==> config.mk <==
export PLATFORM = sky130hd
export DESIGN_NAME = scgr_resq
export DESIGN_NICKNAME = d
export VERILOG_FILES = /design/src/sv/scgr_pkg.sv /design/src/sv/scgr_resq.sv
export SDC_FILE = /design/constraint.sdc
export NUM_CORES = 1
export LEC_CHECK = 0
export BUFFER_PORTS_ARGS = -buffer_cell sky130_fd_sc_hd__buf_2
export CORE_MARGIN = 5
export CORE_UTILIZATION = 50
export DETAILED_ROUTE_END_ITERATION = 10
export PLACE_DENSITY = 0.89
export SLEW_MARGIN = 40
export SYNTH_ARGS = -nofsm -noshare
export SYNTH_HDL_FRONTEND = slang
export SYNTH_SLANG_ARGS = --single-unit
==> constraint.sdc <==
create_clock -name clk -period 5.1 [get_ports clk]
set_clock_uncertainty 0.15 [all_clocks]
set_input_delay 1.53 -clock clk [delete_from_list [all_inputs] [get_ports clk]]
set_output_delay 1.53 -clock clk [all_outputs]
set_load 0.05 [all_outputs]
==> src/sv/scgr_pkg.sv <==
// Shared types, constants and helpers of the span-coded glyph rasterizer.
package scgr_pkg;

    localparam int MAX_GLYPHS       = 128;
    localparam int LINE_TABLE_DEPTH = 4096;
    localparam int SPAN_TABLE_DEPTH = 16384;
    localparam int BITMAP_WIDTH     = 1024;
    localparam int BITMAP_HEIGHT    = 64;

    localparam int GLYPH_AW = (MAX_GLYPHS > 1) ? $clog2(MAX_GLYPHS) : 1;
    localparam int LINE_AW  = $clog2(LINE_TABLE_DEPTH);
    localparam int SPAN_AW  = $clog2(SPAN_TABLE_DEPTH);

    // Bitmap is kept as 64-bit words, packed row after row.
    localparam int BM_WORD_W = 64;
    localparam int BM_POS_W  = 6;
    localparam int BM_BITS   = BITMAP_WIDTH * BITMAP_HEIGHT;
    localparam int BM_WORDS  = (BM_BITS + BM_WORD_W - 1) / BM_WORD_W;
    localparam int BM_WAW    = $clog2(BM_WORDS);
    localparam int BM_BIT_W  = $clog2(BM_BITS);

    localparam int PEN_W = 10;
    localparam logic [PEN_W-1:0] PEN_MAX = 10'd1023;

    localparam logic [2:0] ACT_BEGIN      = 3'd0;
    localparam logic [2:0] ACT_LOAD_GLYPH = 3'd1;
    localparam logic [2:0] ACT_LOAD_LINE  = 3'd2;
    localparam logic [2:0] ACT_LOAD_SPAN  = 3'd3;
    localparam logic [2:0] ACT_DRAW       = 3'd4;
    localparam logic [2:0] ACT_READ       = 3'd5;

    localparam logic [1:0] ST_OK      = 2'd0;
    localparam logic [1:0] ST_IGNORED = 2'd1;
    localparam logic [1:0] ST_CLIPPED = 2'd2;

    localparam logic [3:0] CFG_FIRST_CHAR = 4'd0;
    localparam logic [3:0] CFG_GLYPH_CNT  = 4'd1;
    localparam logic [3:0] CFG_LEFT_LAP   = 4'd2;
    localparam logic [3:0] CFG_RIGHT_LAP  = 4'd3;
    localparam logic [3:0] CFG_ASCENT     = 4'd4;
    localparam logic [3:0] CFG_DESCENT    = 4'd5;
    localparam logic [3:0] CFG_BACK_COLOR = 4'd6;
    localparam logic [3:0] CFG_INK_COLOR  = 4'd7;

    typedef enum logic [2:0] {
        CMD_BEGIN,
        CMD_GLYPH,
        CMD_LINE,
        CMD_SPAN,
        CMD_DRAW,
        CMD_READ,
        CMD_IGNORE
    } cmd_kind_t;

    typedef struct packed {
        logic [2:0]        action;
        logic [13:0]       item_index;
        logic [7:0]        table_byte;
        logic [5:0]        pixel_row;
        logic [7:0]        glyph_width;
        logic [4:0]        glyph_ascent;
        logic [4:0]        glyph_descent;
        logic signed [7:0] glyph_shift;
        logic [11:0]       line_table_start;
        logic [13:0]       span_table_start;
    } in_item_t;

    typedef struct packed {
        logic [1:0]  status;
        logic [31:0] pixel_color;
        logic [9:0]  pen_position;
        logic [10:0] string_width;
        logic [11:0] texture_width;
    } out_item_t;

    typedef struct packed {
        logic [7:0]  first_char_code;
        logic [7:0]  glyph_count;
        logic [7:0]  left_overlap;
        logic [7:0]  right_overlap;
        logic [4:0]  font_ascent;
        logic [4:0]  font_descent;
        logic [31:0] back_color;
        logic [31:0] ink_color;
    } cfg_t;

    typedef struct packed {
        logic [7:0]        width;
        logic [4:0]        ascent;
        logic [4:0]        descent;
        logic signed [7:0] shift;
        logic [11:0]       line_start;
        logic [13:0]       span_start;
    } glyph_t;

    localparam int GLYPH_W = $bits(glyph_t);

    typedef struct packed {
        cmd_kind_t kind;
        in_item_t  item;
    } cmd_t;

    // Smallest power of two not below sw (sw is at least one).
    function automatic logic [11:0] texture_of(input logic [10:0] sw);
        logic [10:0] m;
        logic [11:0] tw;
        m  = sw - 11'd1;
        tw = 12'd1;
        for (int i = 0; i < 11; i++) begin
            if (m[i]) begin
                tw = 12'd2 << i;
            end
        end
        return tw;
    endfunction

endpackage

==> src/sv/scgr_resq.sv <==
// Two-entry result queue in front of the result ports.
module scgr_resq
    import scgr_pkg::*;
(
    input  logic      clk,
    input  logic      rst_n,
    input  logic      res_push,
    input  out_item_t res,
    output logic      res_full,
    output logic      empty,
    input  logic      pop,
    output out_item_t result
);

    out_item_t  q_reg [2];
    logic       wr_reg, rd_reg;
    logic [1:0] cnt_reg;
    logic       do_pop;

    assign res_full = (cnt_reg == 2'd2);
    assign empty    = (cnt_reg == 2'd0);
    assign result   = q_reg[rd_reg];
    assign do_pop   = pop && !empty;

    always_ff @(posedge clk or negedge rst_n)
    begin
        if (!rst_n)
        begin
            wr_reg  <= 1'b0;
            rd_reg  <= 1'b0;
            cnt_reg <= 2'd0;
        end
        else
        begin
            if (res_push) wr_reg <= !wr_reg;
            if (do_pop)   rd_reg <= !rd_reg;
            cnt_reg <= cnt_reg + {1'b0, res_push} - {1'b0, do_pop};
        end
    end

    always_ff @(posedge clk)
    begin
        if (res_push)
        begin
            q_reg[wr_reg] <= res;
        end
    end

endmodule

==> metrics.md <==
| Metric | Value |
|---|---|
| Sw Share | `38.85%` |
| DRT iter0 DRCs | `95` |
| Vias per std cell | `between 4 and 5` |
| Antenna-violating nets left | `0` |
| WL per Instance | `16.74 µm` |
| Sequential share of power | `36.5%` |
| DP HPWL | `between 6 and 7 mm` |
| Yosys warns | `0` |
| Post-CTS Resized | `0` |
| DR pass1 iterations | `6` |
| Chip width | `between 100 and 150 µm` |
| Yosys reg bits | `138` |
| Syn avg cell area | `22.67 µm²` |
| Routed wire length | `just under 9 mm` |
| Via count | `2576` |
| Critical Path End Type | `output pin` |
| Cell variety after synth | `15` |
| Post-synth EDFFs | `~130` |
| Placed cell count | `498` |
| Syn nets | `299` |
| Final #Nets | `454` |
| Largest cells by area after synthesis | `edfxtp_1, mux2_2, mux2_4` |
| CTS tree | `done` |
| Clock latency at the later pin of the worst-skew pair | `0.50 ns` |
| Worst setup SP type | `flop` |
| Worst min path class | `flop to flop` |
| Hold_sp | `wr_reg$_DFFE_PN0P_` |
| Combinational power share | `38.6%` |
| Final max-slew violation count | `0` |
| CTS buffer count | `17` |
| F_max | `257.1 MHz` |
| Critical Path AT | `between 2 and 2.5 ns` |
| Min Tclk post-route | `3.890 ns` |
| P_sw | `~0.0017 W` |
| Final hold vios | `0` |
| Core area | `0.01014 mm²` |
| CTS H-tree lvls | `4` |
| Clock Root Buffer | `clkbuf_8` |
| Vias in the first global route | `between 2000 and 3000` |
| GRT Resource Usage Total | `14.58%` |
| R2R depth | `3` |
| Status | `finished, final reports clean` |
| Max Cap Viol | `0` |
| Placer Congestion | `0.6814` |
| Internal power | `0.002735 W` |
| Synth top cells by count | `edfxtp_1, mux2_2, mux2_4` |
| Worst min-delay path endpoint | `wr_reg$_DFFE_PN0P_` |
| Count of final setup violators | `0` |
| Worst slew margin | `60.39%` |
| Die height | `111.2 µm` |
| Starting Density | `roughly half` |
| Post-CTS setup repair buffer count | `0` |
| Synthesized cell area | `0.005124 mm²` |
| Antenna violations before repair | `0` |
| Synth Instances | `226` |
| Setup TNS | `0 ns` |
| Worst R2R Start | `wr_reg$_DFFE_PN0P_` |
| Clock share of power | `24.9%` |
| Max FO, Critical Path | `39` |
| Remaining DRCs | `0` |
| Cell with the most instances after synthesis | `edfxtp_1` |
| Port Buffers | `139` |
| Rows | `37` |
| Pin slew with the least headroom to its limit | `between 0.5 and 0.6 ns` |
| Filler cells | `699` |
| CP Data Required Time | `between 3 and 4 ns` |
| Maximum clock path buffer count | `2` |
| Diode count | `0` |
| Global-route wire length before repair | `13.94 mm` |
| Commonest register cell after synthesis | `edfxtp_1` |
| Seq/Total Area, Yosys | `80.49%` |
| Pwr Density | `677.3 mW/mm²` |
| RR Endpoint | `q_reg[0][23]$_DFFE_PP_` |
| Max reg flops | `134` |
| Cell taking the most area after synthesis | `edfxtp_1` |
| Layout cells sized above 1 | `about three fifths` |
| Hold depth | `1` |
| CTS Hold Bufs | `0` |
| Largest net degree at the start of global routing | `40` |
| RSZ-0062 raised after global routing | `no` |
| Total gr overflow | `0` |
| Critical path type | `flop to output pin` |
| Synth top area share | `between 70% and 80%` |
| Fin cells | `530` |
| Area delta synth->final | `28.86%` |
| Leak | `2.566 nW` |
| Register clock-pin slew on the reported worst setup and hold paths | `0.06 ns` |
| Clock sink count | `approximately 140` |
| Die area | `0.01237 mm²` |
| Async SR Flop Fraction | `around 2.9%` |
| IO Pins | `140` |
| Max IR drop VDD | `0.4255 mV` |
| Period utilization | `76.27%` |
| Reg2reg setup slack | `between 3 and 4 ns` |
-- worst max-delay path, stage by stage (launching register included) --
cell     delay [ns]
dfrtp_4        0.80
buf_12         0.29
mux2_2         0.38
buf_2          0.21
-- final cells by class --
cell class | instances | area, µm² | share of cell area [%]
Sequential cell | 138 | 4128 | 62.52
Multi-Input combinational cell | 78 | 929.6 | 14.08
Timing Repair Buffer | 144 | 818.3 | 12.39
Clock buffer | 18 | 417.9 | 6.329
Tap cell | 136 | 170.2 | 2.577
Clock inverter | 14 | 131.4 | 1.990
Inverter | 2 | 7.507 | 0.1137
-- metrics by stage --
stage | power (W) | hold slack [ns] | util [%] | area, µm² | setup slack, ns
after floorplan | 0.003031 | 0.3231 | - | 5126 | 1.231
after global placement | 0.003321 | 0.3785 | 58.69 | 5951 | 1.665
after detailed placement | 0.003405 | 0.3940 | 59.71 | 6053 | 1.697
after CTS | 0.004524 | 0.4012 | 65.12 | 6603 | 1.147
after global routing | 0.004658 | 0.4223 | 65.12 | 6603 | 1.108
final | 0.004472 | 0.4053 | 65.12 | 6603 | 1.210
-- power groups by stage --
stage               clock network, W  logic (W)  registers [W]
detailed placement                 0    0.00174        0.00166
global placement                   0    0.00163        0.00170
global route                 0.00120    0.00180        0.00166
floorplan                          0    0.00145        0.00158
finish                       0.00111    0.00173        0.00163
CTS                          0.00114    0.00175        0.00164
-- worst max path at each step --
stage                  startpoint               endpoint  slack (ns)
2_1_floorplan            res_push  q_reg[0][0]$_DFFE_PP_        1.23
3_3_place_gp   rd_reg$_DFFE_PN0P_              result[0]        1.67
3_5_place_dp   rd_reg$_DFFE_PN0P_              result[0]        1.70
4_1_cts        rd_reg$_DFFE_PN0P_              result[0]        1.15
5_1_grt        rd_reg$_DFFE_PN0P_              result[6]        1.11
6_report       rd_reg$_DFFE_PN0P_              result[6]        1.21
-- kinds of logic (layout without fill, tap and decap cells) --
| family | Yosys count | count (layout) | synth area share [%] |
|---|---|---|---|
| buffers and inverters | 10 | 178 | 1.563 |
| multiplexers | 67 | 67 | 16.19 |
| XOR/XNOR | 4 | 4 | 0.6839 |
| adder cells (fa/ha/maj) | 2 | 2 | 0.4883 |
| AND/OR/NAND/NOR | 4 | 4 | 0.4395 |
| flip-flops | 138 | 138 | 80.49 |
| AO/OA/AOI/OAI | 1 | 1 | 0.1466 |
-- per-layer routing --
layer	up-vias	track usage (%)	share of wire, %
met5	-	0	0
met4	0	5.434	1.2
met3	8	6.223	6.9
met2	88	24.89	52
met1	1273	16.23	39
li1	1207	-	-
-- cell usage in the layout (no fill, tap or decap), types with 2 or more instances in the layout --
master	instances
clkinv_4	2
ha_1	2
bufinv_16	2
inv_1	2
clkinv_1	5
buf_2	139
dfrtp_1	3
buf_16	3
mux2_4	20
buf_12	2
mux2_2	47
clkinvlp_4	4
xor2_1	2
xnor2_1	2
clkbuf_16	16
edfxtp_1	134
No activity file was read; power rests on OpenSTA's default activity.
