`config.mk`:
```
export PLATFORM = sky130hd
export DESIGN_NAME = scgr_front
export DESIGN_NICKNAME = d
export VERILOG_FILES = /design/src/sv/scgr_pkg.sv /design/src/sv/scgr_front.sv
export SDC_FILE = /design/constraint.sdc
export NUM_CORES = 1
export LEC_CHECK = 0
export ABC_AREA = 1
export ABC_CLOCK_PERIOD_IN_PS = 5700
export BUFFER_PORTS_ARGS = -buffer_cell sky130_fd_sc_hd__buf_2
export CAP_MARGIN = 10
export CELL_PAD_IN_SITES_DETAIL_PLACEMENT = 0
export CELL_PAD_IN_SITES_GLOBAL_PLACEMENT = 1
export CORE_ASPECT_RATIO = 0.5
export CORE_MARGIN = 3
export CORE_UTILIZATION = 39
export CTS_CLUSTER_SIZE = 25
export DETAILED_ROUTE_END_ITERATION = 12
export GPL_TIMING_DRIVEN = 0
export HOLD_SLACK_MARGIN = 0.12
export PLACE_DENSITY = 0.78
export SLEW_MARGIN = 20
export SYNTH_ARGS = -nofsm -noshare
export SYNTH_HDL_FRONTEND = slang
export SYNTH_SLANG_ARGS = --single-unit
```
`constraint.sdc`:
```
create_clock -name clk -period 5.7 [get_ports clk]
set_input_delay 0 -clock clk [delete_from_list [all_inputs] [get_ports clk]]
set_output_delay 0 -clock clk [all_outputs]
set_load 0.01 [all_outputs]
```
`src/sv/scgr_pkg.sv`:
```
// Shared types, constants and helpers of the span-coded glyph rasterizer.
package scgr_pkg;

    localparam int MAX_GLYPHS       = 128;
    localparam int LINE_TABLE_DEPTH = 4096;
    localparam int SPAN_TABLE_DEPTH = 16384;
    localparam int BITMAP_WIDTH     = 1024;
    localparam int BITMAP_HEIGHT    = 64;

    localparam int GLYPH_AW = (MAX_GLYPHS > 1) ? $clog2(MAX_GLYPHS) : 1;
    localparam int LINE_AW  = $clog2(LINE_TABLE_DEPTH);
    localparam int SPAN_AW  = $clog2(SPAN_TABLE_DEPTH);

    // Bitmap is kept as 64-bit words, packed row after row.
    localparam int BM_WORD_W = 64;
    localparam int BM_POS_W  = 6;
    localparam int BM_BITS   = BITMAP_WIDTH * BITMAP_HEIGHT;
    localparam int BM_WORDS  = (BM_BITS + BM_WORD_W - 1) / BM_WORD_W;
    localparam int BM_WAW    = $clog2(BM_WORDS);
    localparam int BM_BIT_W  = $clog2(BM_BITS);

    localparam int PEN_W = 10;
    localparam logic [PEN_W-1:0] PEN_MAX = 10'd1023;

    localparam logic [2:0] ACT_BEGIN      = 3'd0;
    localparam logic [2:0] ACT_LOAD_GLYPH = 3'd1;
    localparam logic [2:0] ACT_LOAD_LINE  = 3'd2;
    localparam logic [2:0] ACT_LOAD_SPAN  = 3'd3;
    localparam logic [2:0] ACT_DRAW       = 3'd4;
    localparam logic [2:0] ACT_READ       = 3'd5;

    localparam logic [1:0] ST_OK      = 2'd0;
    localparam logic [1:0] ST_IGNORED = 2'd1;
    localparam logic [1:0] ST_CLIPPED = 2'd2;

    localparam logic [3:0] CFG_FIRST_CHAR = 4'd0;
    localparam logic [3:0] CFG_GLYPH_CNT  = 4'd1;
    localparam logic [3:0] CFG_LEFT_LAP   = 4'd2;
    localparam logic [3:0] CFG_RIGHT_LAP  = 4'd3;
    localparam logic [3:0] CFG_ASCENT     = 4'd4;
    localparam logic [3:0] CFG_DESCENT    = 4'd5;
    localparam logic [3:0] CFG_BACK_COLOR = 4'd6;
    localparam logic [3:0] CFG_INK_COLOR  = 4'd7;

    typedef enum logic [2:0] {
        CMD_BEGIN,
        CMD_GLYPH,
        CMD_LINE,
        CMD_SPAN,
        CMD_DRAW,
        CMD_READ,
        CMD_IGNORE
    } cmd_kind_t;

    typedef struct packed {
        logic [2:0]        action;
        logic [13:0]       item_index;
        logic [7:0]        table_byte;
        logic [5:0]        pixel_row;
        logic [7:0]        glyph_width;
        logic [4:0]        glyph_ascent;
        logic [4:0]        glyph_descent;
        logic signed [7:0] glyph_shift;
        logic [11:0]       line_table_start;
        logic [13:0]       span_table_start;
    } in_item_t;

    typedef struct packed {
        logic [1:0]  status;
        logic [31:0] pixel_color;
        logic [9:0]  pen_position;
        logic [10:0] string_width;
        logic [11:0] texture_width;
    } out_item_t;

    typedef struct packed {
        logic [7:0]  first_char_code;
        logic [7:0]  glyph_count;
        logic [7:0]  left_overlap;
        logic [7:0]  right_overlap;
        logic [4:0]  font_ascent;
        logic [4:0]  font_descent;
        logic [31:0] back_color;
        logic [31:0] ink_color;
    } cfg_t;

    typedef struct packed {
        logic [7:0]        width;
        logic [4:0]        ascent;
        logic [4:0]        descent;
        logic signed [7:0] shift;
        logic [11:0]       line_start;
        logic [13:0]       span_start;
    } glyph_t;

    localparam int GLYPH_W = $bits(glyph_t);

    typedef struct packed {
        cmd_kind_t kind;
        in_item_t  item;
    } cmd_t;

    // Smallest power of two not below sw (sw is at least one).
    function automatic logic [11:0] texture_of(input logic [10:0] sw);
        logic [10:0] m;
        logic [11:0] tw;
        m  = sw - 11'd1;
        tw = 12'd1;
        for (int i = 0; i < 11; i++) begin
            if (m[i]) begin
                tw = 12'd2 << i;
            end
        end
        return tw;
    endfunction

endpackage

```
`src/sv/scgr_front.sv`:
```
// Front end: classify input beats and hold them in a two-entry command queue.
module scgr_front
    import scgr_pkg::*;
(
    input  logic     clk,
    input  logic     rst_n,
    input  cfg_t     cfg,
    input  logic     push,
    output logic     full,
    input  in_item_t item,
    output logic     cmd_valid,
    output cmd_t     cmd,
    input  logic     cmd_pop
);

    cmd_t        q_reg [2];
    logic        wr_reg, wr_next;
    logic        rd_reg, rd_next;
    logic [1:0]  cnt_reg, cnt_next;
    cmd_t        cls;
    logic [13:0] diff;
    logic        do_push;

    always_comb
    begin
        cls      = '{kind: CMD_IGNORE, item: item};
        diff     = item.item_index - 14'(cfg.first_char_code);
        case (item.action)
            ACT_BEGIN:      cls.kind = CMD_BEGIN;
            ACT_LOAD_GLYPH: if (item.item_index < MAX_GLYPHS) cls.kind = CMD_GLYPH;
            ACT_LOAD_LINE:  if (item.item_index < LINE_TABLE_DEPTH) cls.kind = CMD_LINE;
            ACT_LOAD_SPAN:  if (item.item_index < SPAN_TABLE_DEPTH) cls.kind = CMD_SPAN;
            ACT_DRAW:
            begin
                // Map the code to its glyph index.
                if (item.item_index >= 14'(cfg.first_char_code) &&
                    diff < 14'(cfg.glyph_count) && diff < MAX_GLYPHS)
                begin
                    cls.kind            = CMD_DRAW;
                    cls.item.item_index = diff;
                end
            end
            ACT_READ:
            begin
                if (item.item_index < BITMAP_WIDTH && item.pixel_row < BITMAP_HEIGHT)
                begin
                    cls.kind = CMD_READ;
                end
            end
            default: cls.kind = CMD_IGNORE;
        endcase
    end

    assign full      = (cnt_reg == 2'd2);
    assign cmd_valid = (cnt_reg != 2'd0);
    assign cmd       = q_reg[rd_reg];
    assign do_push   = push && !full;

    always_comb
    begin
        wr_next  = do_push ? !wr_reg : wr_reg;
        rd_next  = cmd_pop ? !rd_reg : rd_reg;
        cnt_next = cnt_reg + {1'b0, do_push} - {1'b0, cmd_pop};
    end

    always_ff @(posedge clk or negedge rst_n)
    begin
        if (!rst_n)
        begin
            wr_reg  <= 1'b0;
            rd_reg  <= 1'b0;
            cnt_reg <= 2'd0;
        end
        else
        begin
            wr_reg  <= wr_next;
            rd_reg  <= rd_next;
            cnt_reg <= cnt_next;
        end
    end

    always_ff @(posedge clk)
    begin
        if (do_push)
        begin
            q_reg[wr_reg] <= cls;
        end
    end

endmodule

```
==> impl_metrics.yaml <==
floorplanning:
  rows: 35
  core_um2: 18700
  fp.dieH_um: 104
  fp.dieArea_um2: 21100
  start_util_pct: 40.3
  dieWidth_um: 202
  pin_count: 281
setup_path:
  arrival_ns: 3.18
  worstSetupPathType: "in -> reg"
  cp-endpoint: "q_reg[1][68]$_DFFE_PP_"
  startpoint: "item[66]"
  worstSetupStartpointType: "input pin"
  worst_r2r_startpoint: "cnt_reg[1]$_DFF_PN0_"
  critPathCaptureType: "flop"
  critPathRequiredTime_ns: 5.85
  worstReg2RegEnd: "q_reg[0][51]$_DFFE_PP_"
  crit_path_max_fanout: 9
  rrSetupSlack_ns: 3.49
  rr_worst_depth: 5
synthesis:
  yosysMostFrequentCell: "edfxtp_1"
  synth_area_leaders: "edfxtp_1, mux2_2, nand2_1"
  netlist_instances: 492
  ys_ff_latch: 176
  synthTopCellsByCount: "edfxtp_1, mux2_2, nand2_1"
  synth_warnings: 0
  ys_types: 35
  yosys.area.top_type_share_pct: 68.8
  synth_top_area_cell: "edfxtp_1"
  synth_edf_count: 172
  synth_flop_cell: "edfxtp_1"
  netlist_area_um2: 7510
  ys_async_sr_fraction_pct: 2.27
  synth.avg_cell_area_um2: 15.3
  ys_seq_area_share_pct: 70.1
  synth_fp_nets: 704
finish:
  regArea_um2: 5270
  nNetsFinal: 1006
  syn_to_final_growth_pct: 38.2
  largest_reg_flops: 172
  drive_gt1_share_pct: 42.1
  nFillCells: 1524
  final_cell_area_um2: 10400
  multi_input_area_um2: 2030
timing:
  setup_violations: 0
  holdWs_ns: 0.180
  tightest_slew_ns: 0.884
  fmaxAchievable_ghz: 0.331
  final_max_slew_viol_count: 0
  rsz0062_at_grt: "no"
  period_minus_slack_ns: 3.02
  hold_viol_final: 0
  setup_tns_ns: 0
  clock_skew_ns: 0.0117
  slew_headroom_pct: 40.4
  timing.final.crit_share_pct: 53.0
drt:
  firstDrtPassIters: 4
  first_iter_violations: 221
  drc_errors: 0
  wl_per_cell_um: 15.6
  num_vias: 4867
  wl_um: 16600
  viasPerCell: 4.56
  postRouteAntennaNets: 0
cts:
  root_buffer: "clkbuf_16"
  cts_tree: "yes"
  worstSkewPairLatency_ns: 0.41
  cts_made_buffers: 17
  htree_levels: 4
  clk_pin_slew_ns: 0.07
  cts.hold.buffers_added: 86
  cts.repair.resized: 0
  cts_setup_buffers: 0
  clock-sinks: 176
  clockBufferDepth: 2
global_route:
  antenna_found_initial: 1
  grt_pass1_wl_um: 26300
  overflow: 0
  grt_max_degree: 26
  grt_usage_pct: 15.6
  first_global_vias: 5105
place:
  gp_congestion: 0.792
  placed_area_um2: 8960
  io_buffers: 190
  dp_hpwl_um: 11800
power_and_ir_drop:
  clkPwrFrac_pct: 24.7
  p_switching_mw: 1.37
  ir_drop_mv: 0.207
  seq_power_share_pct: 41.7
  sw_frac_of_total_pct: 31.2
  cell_internal_pwr_mw: 3.02
  powerDensity_nw_per_um2: 423
  leakage_nw: 4.16
  power_frac_comb_pct: 33.6
worst_hold_path:
  hp-class: "in -> reg"
status:
  status: "finished, final reports clean"
job:
  maxCapViolCount: 0
-- worst min-delay path by stage --
stage	endpoint	cells after the start	from	slack, ns
global placement	cnt_reg[1]$_DFF_PN0_	1	rst_n	-0.19
detailed placement	cnt_reg[1]$_DFF_PN0_	1	rst_n	-0.19
floorplan	cnt_reg[0]$_DFF_PN0_	0	rst_n	-0.30
CTS	q_reg[1][66]$_DFFE_PP_	5	cfg[98]	0.17
global route	q_reg[0][66]$_DFFE_PP_	5	cfg[98]	0.21
finish	wr_reg$_DFFE_PN0P_	3	push	0.18
-- layout make-up --
cell class	count	share of cell area [%]
clock inverter	15	1.21
clock buffer	17	4.10
sequential	176	50.7
tap	259	3.12
timing repair buffer	283	19.0
inverter	47	1.70
buffer	15	0.579
antenna	1	0.0241
multi-input combinational	254	19.5
-- per-layer routing --
metal  routed length (um)  global-route usage (%)
met2                 8930                    29.6
met3                  370                    2.03
met5                    0                       0
met4                  191                    4.79
met1                 7110                    18.6
-- stage by stage --
step	power, mW	utilization (%)	std cells	worst slack [ns]
4_1_cts	4.45	55.6	1066	2.65
3_5_place_dp	3.31	48.1	948	2.75
2_1_floorplan	2.72	-	492	0.939
3_3_place_gp	3.26	47.1	941	-1.33
6_report	4.39	55.6	1067	2.68
5_1_grt	4.61	55.6	1067	2.40
-- worst max-delay path: stages --
cell and delay [ns]:
dlygate4sd3_1 0.52, buf_2 0.12, inv_1 0.05, ha_1 0.18
fa_1 0.40, inv_1 0.07, nand3_1 0.06, nand2_1 0.17
a21oi_1 0.11, xnor2_1 0.17, ha_1 0.20, a211o_1 0.29
inv_1 0.05, nand3_1 0.09, nor2_2 0.14, nand2_1 0.08
nor2_2 0.12, nand4_4 0.16, nand2_1 0.11, nand2_1 0.09
-- placed cells by master, fill, tap and decap left out, types with 11 or more instances in the layout --
master	instances
clkbuf_16	17
inv_1	43
nor2_1	11
ha_1	18
dlygate4sd3_1	86
nand3_1	12
buf_2	193
edfxtp_1	172
mux2_2	86
nand4_1	11
nand2_1	65
-- power by group through the flow --
| stage | logic, mW | registers (mW) | clock network, mW |
|---|---|---|---|
| after floorplan | 0.843 | 1.88 | 0 |
| after global placement | 1.34 | 1.91 | 0 |
| final | 1.48 | 1.83 | 1.08 |
| after global routing | 1.60 | 1.85 | 1.17 |
| after detailed placement | 1.45 | 1.86 | 0 |
| after CTS | 1.50 | 1.83 | 1.11 |
-- cell families after synthesis --
family,Yosys count,share of synthesized area (%)
fa+ha+maj,19,3.26
simple gates,122,7.96
mux,86,12.9
buf+inv,62,3.15
flops,176,70.1
xor+xnor,11,1.38
compound gates,16,1.27
No activity file was read; power rests on OpenSTA's default activity.
